$ cat src/hdl/rknn_pkg.sv
// ----------------------------------------------------------------------------
// rknn_pkg
// Shared widths, operation codes and controller/datapath interface structs
// for the radius k-nearest-neighbor block.
// ----------------------------------------------------------------------------
`default_nettype none

package rknn_pkg;

    // Field widths
    localparam int OP_W    = 2;
    localparam int COORD_W = 16;
    localparam int QIDX_W  = 8;
    localparam int NIDX_W  = 8;
    localparam int DIST_W  = 33;
    localparam int PROD_W  = 2 * COORD_W;
    localparam int S3_W    = COORD_W + 2;

    // Stream word layout
    localparam int S_TDATA_W = 64;
    localparam int M_TDATA_W = 48;
    localparam int S_OP_LSB  = 0;
    localparam int S_X_LSB   = S_OP_LSB + OP_W;
    localparam int S_Y_LSB   = S_X_LSB + COORD_W;
    localparam int S_S_LSB   = S_Y_LSB + COORD_W;
    localparam int S_QI_LSB  = S_S_LSB + COORD_W;
    localparam int S_USED_W  = S_QI_LSB + QIDX_W;
    localparam int M_USED_W  = NIDX_W + DIST_W;

    // Point memory word: {scale, y, x}
    localparam int PT_W = 3 * COORD_W;

    // Operation codes
    localparam logic [OP_W-1:0] OP_LOAD  = 2'd0;
    localparam logic [OP_W-1:0] OP_QUERY = 2'd1;
    localparam logic [OP_W-1:0] OP_CLEAR = 2'd2;

    // Controller -> datapath commands
    typedef struct packed {
        logic load;       // append point
        logic clear;      // empty table
        logic q_start;    // capture query index, read its point
        logic q_latch;    // query point arrives: latch, init list
        logic scan_step;  // read next table entry
        logic emit;       // pop list head
        logic err_sel;    // present error result
    } dp_cmd_t;

    // Datapath -> controller status
    typedef struct packed {
        logic q_in_range; // query index below point count
        logic scan_last;  // current scan address is the last entry
        logic pipe_busy;  // compare pipeline holds work
        logic list_last;  // list head is the final entry
    } dp_stat_t;

endpackage

`default_nettype wire

$ cat src/hdl/rknn_ctrl.sv
// ----------------------------------------------------------------------------
// rknn_ctrl
// Operation sequencer: load/clear on accept, query read, scan, drain, emit, error result.
// ----------------------------------------------------------------------------
`default_nettype none

module rknn_ctrl (
    input  wire logic                    aclk,
    input  wire logic                    aresetn,
    input  wire logic                    s_tvalid,
    output logic                         s_tready,
    input  wire logic [rknn_pkg::OP_W-1:0] op,
    output logic                         m_tvalid,
    input  wire logic                    m_tready,
    output rknn_pkg::dp_cmd_t            cmd,
    input  rknn_pkg::dp_stat_t           stat
);

    import rknn_pkg::*;

    typedef enum logic [5:0] {
        ST_IDLE  = 6'b000001,
        ST_QREAD = 6'b000010,
        ST_SCAN  = 6'b000100,
        ST_DRAIN = 6'b001000,
        ST_EMIT  = 6'b010000,
        ST_ERR   = 6'b100000
    } state_t;

    state_t state_reg, state_next;

    always_comb begin
        state_next = state_reg;
        cmd        = '0;
        s_tready   = 1'b0;
        m_tvalid   = 1'b0;
        case (state_reg)
            ST_IDLE: begin
                s_tready = 1'b1;
                if (s_tvalid) begin
                    case (op)
                        OP_LOAD:  cmd.load  = 1'b1;
                        OP_CLEAR: cmd.clear = 1'b1;
                        OP_QUERY: begin
                            if (stat.q_in_range) begin
                                cmd.q_start = 1'b1;
                                state_next  = ST_QREAD;
                            end else begin
                                state_next  = ST_ERR;
                            end
                        end
                        default: ;  // unused code: dropped
                    endcase
                end
            end
            ST_QREAD: begin
                cmd.q_latch = 1'b1;
                state_next  = ST_SCAN;
            end
            ST_SCAN: begin
                cmd.scan_step = 1'b1;
                if (stat.scan_last) begin
                    state_next = ST_DRAIN;
                end
            end
            ST_DRAIN: begin
                if (!stat.pipe_busy) begin
                    state_next = ST_EMIT;
                end
            end
            ST_EMIT: begin
                m_tvalid = 1'b1;
                if (m_tready) begin
                    cmd.emit = 1'b1;
                    if (stat.list_last) begin
                        state_next = ST_IDLE;
                    end
                end
            end
            ST_ERR: begin
                m_tvalid    = 1'b1;
                cmd.err_sel = 1'b1;
                if (m_tready) begin
                    state_next = ST_IDLE;
                end
            end
            default: state_next = ST_IDLE;
        endcase
    end

    always_ff @(posedge aclk) begin
        if (!aresetn) begin
            state_reg <= ST_IDLE;
        end else begin
            state_reg <= state_next;
        end
    end

endmodule

`default_nettype wire

$ cat config.mk
export PLATFORM = sky130hd
export DESIGN_NAME = rknn_ctrl
export DESIGN_NICKNAME = d
export VERILOG_FILES = /design/src/hdl/rknn_pkg.sv /design/src/hdl/rknn_ctrl.sv
export SDC_FILE = /design/constraint.sdc
export NUM_CORES = 1
export LEC_CHECK = 0
export BUFFER_PORTS_ARGS = -buffer_cell sky130_fd_sc_hd__buf_2
export CAP_MARGIN = 20
export CORE_MARGIN = 1.5
export CORE_UTILIZATION = 25
export CTS_BUF_LIST = sky130_fd_sc_hd__clkbuf_8
export CTS_CLUSTER_SIZE = 28
export DETAILED_ROUTE_END_ITERATION = 10
export PLACE_DENSITY = 0.47
export SLEW_MARGIN = 5
export SYNTH_ARGS = -nofsm -noshare
export SYNTH_HDL_FRONTEND = slang
export SYNTH_SLANG_ARGS = --single-unit
$ cat constraint.sdc
create_clock -name aclk -period 2.35 [get_ports aclk]
set_input_delay 0.705 -clock aclk [delete_from_list [all_inputs] [get_ports aclk]]
set_output_delay 0.705 -clock aclk [all_outputs]
set_load 0.02 [all_outputs]
Word-level counts from Yosys, hierarchy flattened
Cells that the tools add are included.
{ "totals": {"word_cells": 41, "reg_bits": 6, "input_bits": 10, "out_inout_bits": 9} }
{ "classes": {"muxes": 22, "reduce_logical": 3, "n_eq_ne": 15} }
{ "ops": {"columns": ["cell", "count"], "rows": [
  ["6-bit 2-to-1 mux", 8],
  ["6-bit one-hot mux with 6 select lines", 1],
  ["2-bit inequality test (second input constant)", 6],
  ["1-bit 2-to-1 mux", 11],
  ["7-bit AND reduction", 1],
  ["6-bit by 1-bit == test with 1-bit output (second input constant)", 1],
  ["6-bit by 2-bit == test with 1-bit output (second input constant)", 1],
  ["6-bit by 3-bit == test with 1-bit output (second input constant)", 1],
  ["6-bit by 4-bit == test with 1-bit output (second input constant)", 1],
  ["6-bit by 5-bit == test with 1-bit output (second input constant)", 1],
  ["6-bit == test (second input constant)", 1],
  ["3-bit 2-to-1 mux", 2],
  ["2-bit by 1-bit == test with 1-bit output (second input constant)", 1],
  ["2-bit == test (second input constant)", 1],
  ["2-bit zero test", 1],
  ["2-bit by 1-bit inequality test with 1-bit output (second input constant)", 1],
  ["2-bit OR reduction", 1]
]} }

Longest topological paths before layout
{ "depth": {"depth_word": 4, "ltp_mapped": 5, "depth_no_buf": 4} }

Worst setup path after synthesis
Ideal clock, no wire load.
{ "synth_timing": {"path_kind": "register to output", "start": "reg state_reg[5]", "end": "out cmd[5] (netlist bit)", "path_buffers": 1, "path_stages_with_launch": 6, "arrival_ns": 2.395, "required_time_ns": 1.645, "path_slack_ns": -0.750, "path_cell_list": "dfxtp_1 buf_6 or4_4 nor3b_1 nand2_1 nor3b_1"} }
{ "synth_rtl": {"columns": ["element", "line", "source"], "rows": [
  ["start: declaration", "rknn_ctrl.sv:30", "state_t state_reg, state_next;"],
  ["start signal: assignment", "rknn_ctrl.sv:95", "state_reg <= state_next;"],
  ["end: declaration", "rknn_ctrl.sv:15", "output rknn_pkg::dp_cmd_t cmd,"]
]} }

==> metrics.cfg <==
[global_route]
globalRoute.totalOverflow=0
grt_use_total_pct=12.8
grt_pass1_vias=478
grt_max_degree=11
grt_antenna_before_repair=0
grt_pass1_wl_mm=2.03

[floorplan]
pin_count=19
rows=16
dieWidth_um=48.0
coreArea_um2=1940
dieArea_um2=2300
initial_core_util_pct=26.0
die_y_um=48.0

[min_path]
hold_class=reg2reg
min-delay-start=state_reg[5]$_SDFFE_PN0P_
min_to=state_reg[5]$_SDFFE_PN0P_
holdPathStages=3

[clock_network]
clock_latency_ps=220
holdBufCountCts=0
cts_tree=done
cts_sinks=6
h-tree-depth=1
cts_root_buf=clkbuf_8
clockBufferDepth=2
path_clk_slew_ps=40
cts_buffers=3

[critical_path]
crit_path_max_fanout=3
cp_cell_sequence=or4_4 > nor3b_4 > nand2_2 > and4bb_2 > buf_6
r2r_cells=5
cp-start-kind=register
crit_type=reg2out
critPathMaxStageDelay_ps=550
worstPathRequired_ps=1640
r2r-start=state_reg[5]$_SDFFE_PN0P_
endpoint_kind=output pin
r2r_slack_ps=380
r2r-end=state_reg[3]$_SDFFE_PN0P_
cp.arrival_ps=1810
slowest_stage=or4_4

[sta]
post-route-min-period_ps=2510
slew_violations=0
fin_ws_ps=-162
clock.fmax_ghz=0.398
finalClockSkew_ps=0.517
finalHoldViolCount=0
tightest_slew_ps=413
setup_viol=7
rsz0062_at_grt=yes
slew_headroom_pct=72.2
final_min_period_over_clock_period_pct=107

[synthesis]
syn_area_per_cell_um2=8.72
yosys_warnings=0
synth-edff-count=0
synth_ff_type=dfxtp_1
yosysMostFrequentCell=nand2_1
synth_top_area_share_pct=23.8
ys_ff_latch=6
mappedNetlistArea_um2=505
ys_types=28
syn_inst=58
synth.yosys.seq_area_share_pct=23.8
synthTopCellsByArea=dfxtp_1 24%, nor4b_4 9.4%, nor3b_1 7.4%
synth_commonest_cells=8 x nand2_1, 6 x dfxtp_1, 5 x nor3b_1
yosysTopAreaCell=dfxtp_1
synth_nets=68
async_flop_share_pct=0

[route]
post_drt_wl_per_cell_um=11.7
ant_nets=0
vias=517
drc=0
routed_wl_mm=1.26
viasPerCell=4.79
drt_first_pass_iters=4
drt_iter0_markers=2

[outcome]
status=finished with violations
violations=negative setup slack

[placement]
place_ws_ps=34.5
hpwlAfterDp_um=975
numPortBuffers=18
place.gp.congestion=0.703

[pwr]
vdd_ir_drop_max_uv=536
power.density_nw_per_um2=1060
p_leak_nw=0.317
total_power_mw=0.790

[layout]
final_nets=93
drive_gt1_share_pct=51.9
diodes=0
largest_reg_flops=6
areaGrowthSynthToFinish_pct=47.8

[flow_run]
max_cap_violations=0

worst max-delay path, delay by kind of cell, from the launching register on:
kind          cells  cell delay, ps
buf+inv           1             110
flops             1             300
simple gates      4            1160
layout make-up:
| cell class | instances | area (um^2) |
|---|---|---|
| Inverter | 1 | 3.75 |
| Fill cell | 207 | 1190 |
| Multi-Input combinational cell | 46 | 385 |
| Tap cell | 27 | 33.8 |
| Sequential cell | 6 | 120 |
| Timing Repair Buffer | 25 | 163 |
| Clock buffer | 3 | 41.3 |
timing repair:
action | in CTS | in global routing
setup endpoints to repair | 7 | 8
cloned | 0 | 0
gates resized for setup | 9 | 0
pin swaps | 4 | 1
setup buffers | 2 | 0
per-layer routing:
layer | vias up | wire length (um) | GRT usage, %
met5 | - | 0 | 0
met4 | 0 | 0 | 6.49
met3 | 0 | 72 | 2.26
met2 | 18 | 589 | 21.9
met1 | 239 | 602 | 15.1
li1 | 260 | - | -
cell families (layout without fill, tap and decap cells):
kind of cell,count (synthesis),in the layout,synth area share (%)
AOI/OAI and AO/OA,3,3,3.96
DFF,6,6,23.8
and+or+nand+nor,38,38,56.2
xor gates and xnor gates,2,2,3.47
muxes,3,3,5.94
buffers and inverters,6,29,6.68
per-stage QoR:
stage,TNS [ps],std cells,hold WS [ps],cell area (um^2),utilization [%]
global placement,0,103,618,661,34.0
detailed placement,0,103,629,661,34.0
CTS,-685,108,639,747,38.5
finish,-651,108,631,747,38.5
global route,-1150,108,662,747,38.5
floorplan,-391,58,560,529,-
how the worst max path moves through the flow:
stage	start	end	slack [ps]	depth (start not counted)
after floorplan	state_reg[5]$_SDFFE_PN0P_	cmd[4]	-140	5
after global placement	state_reg[3]$_SDFFE_PN0P_	cmd[4]	40	5
after detailed placement	state_reg[3]$_SDFFE_PN0P_	cmd[4]	30	5
after CTS	state_reg[5]$_SDFFE_PN0P_	cmd[4]	-170	5
after global routing	state_reg[5]$_SDFFE_PN0P_	cmd[4]	-210	5
final	state_reg[5]$_SDFFE_PN0P_	cmd[4]	-160	5
report_power, final:
| group | switching, mW | internal [mW] |
|---|---|---|
| Combinational | 0.212 | 0.265 |
| Clock | 0.0461 | 0.110 |
| Sequential | 0.0339 | 0.123 |
| Total | 0.292 | 0.499 |
cell usage in the layout (no fill, tap or decap), types with 3 or more instances in the layout:
| cell | n |
|---|---|
| dfxtp_1 | 6 |
| nor2_1 | 4 |
| nand2_1 | 7 |
| buf_2 | 13 |
| mux2i_1 | 3 |
| clkbuf_8 | 3 |
| buf_4 | 10 |
No activity file was read; power rests on OpenSTA's default activity.
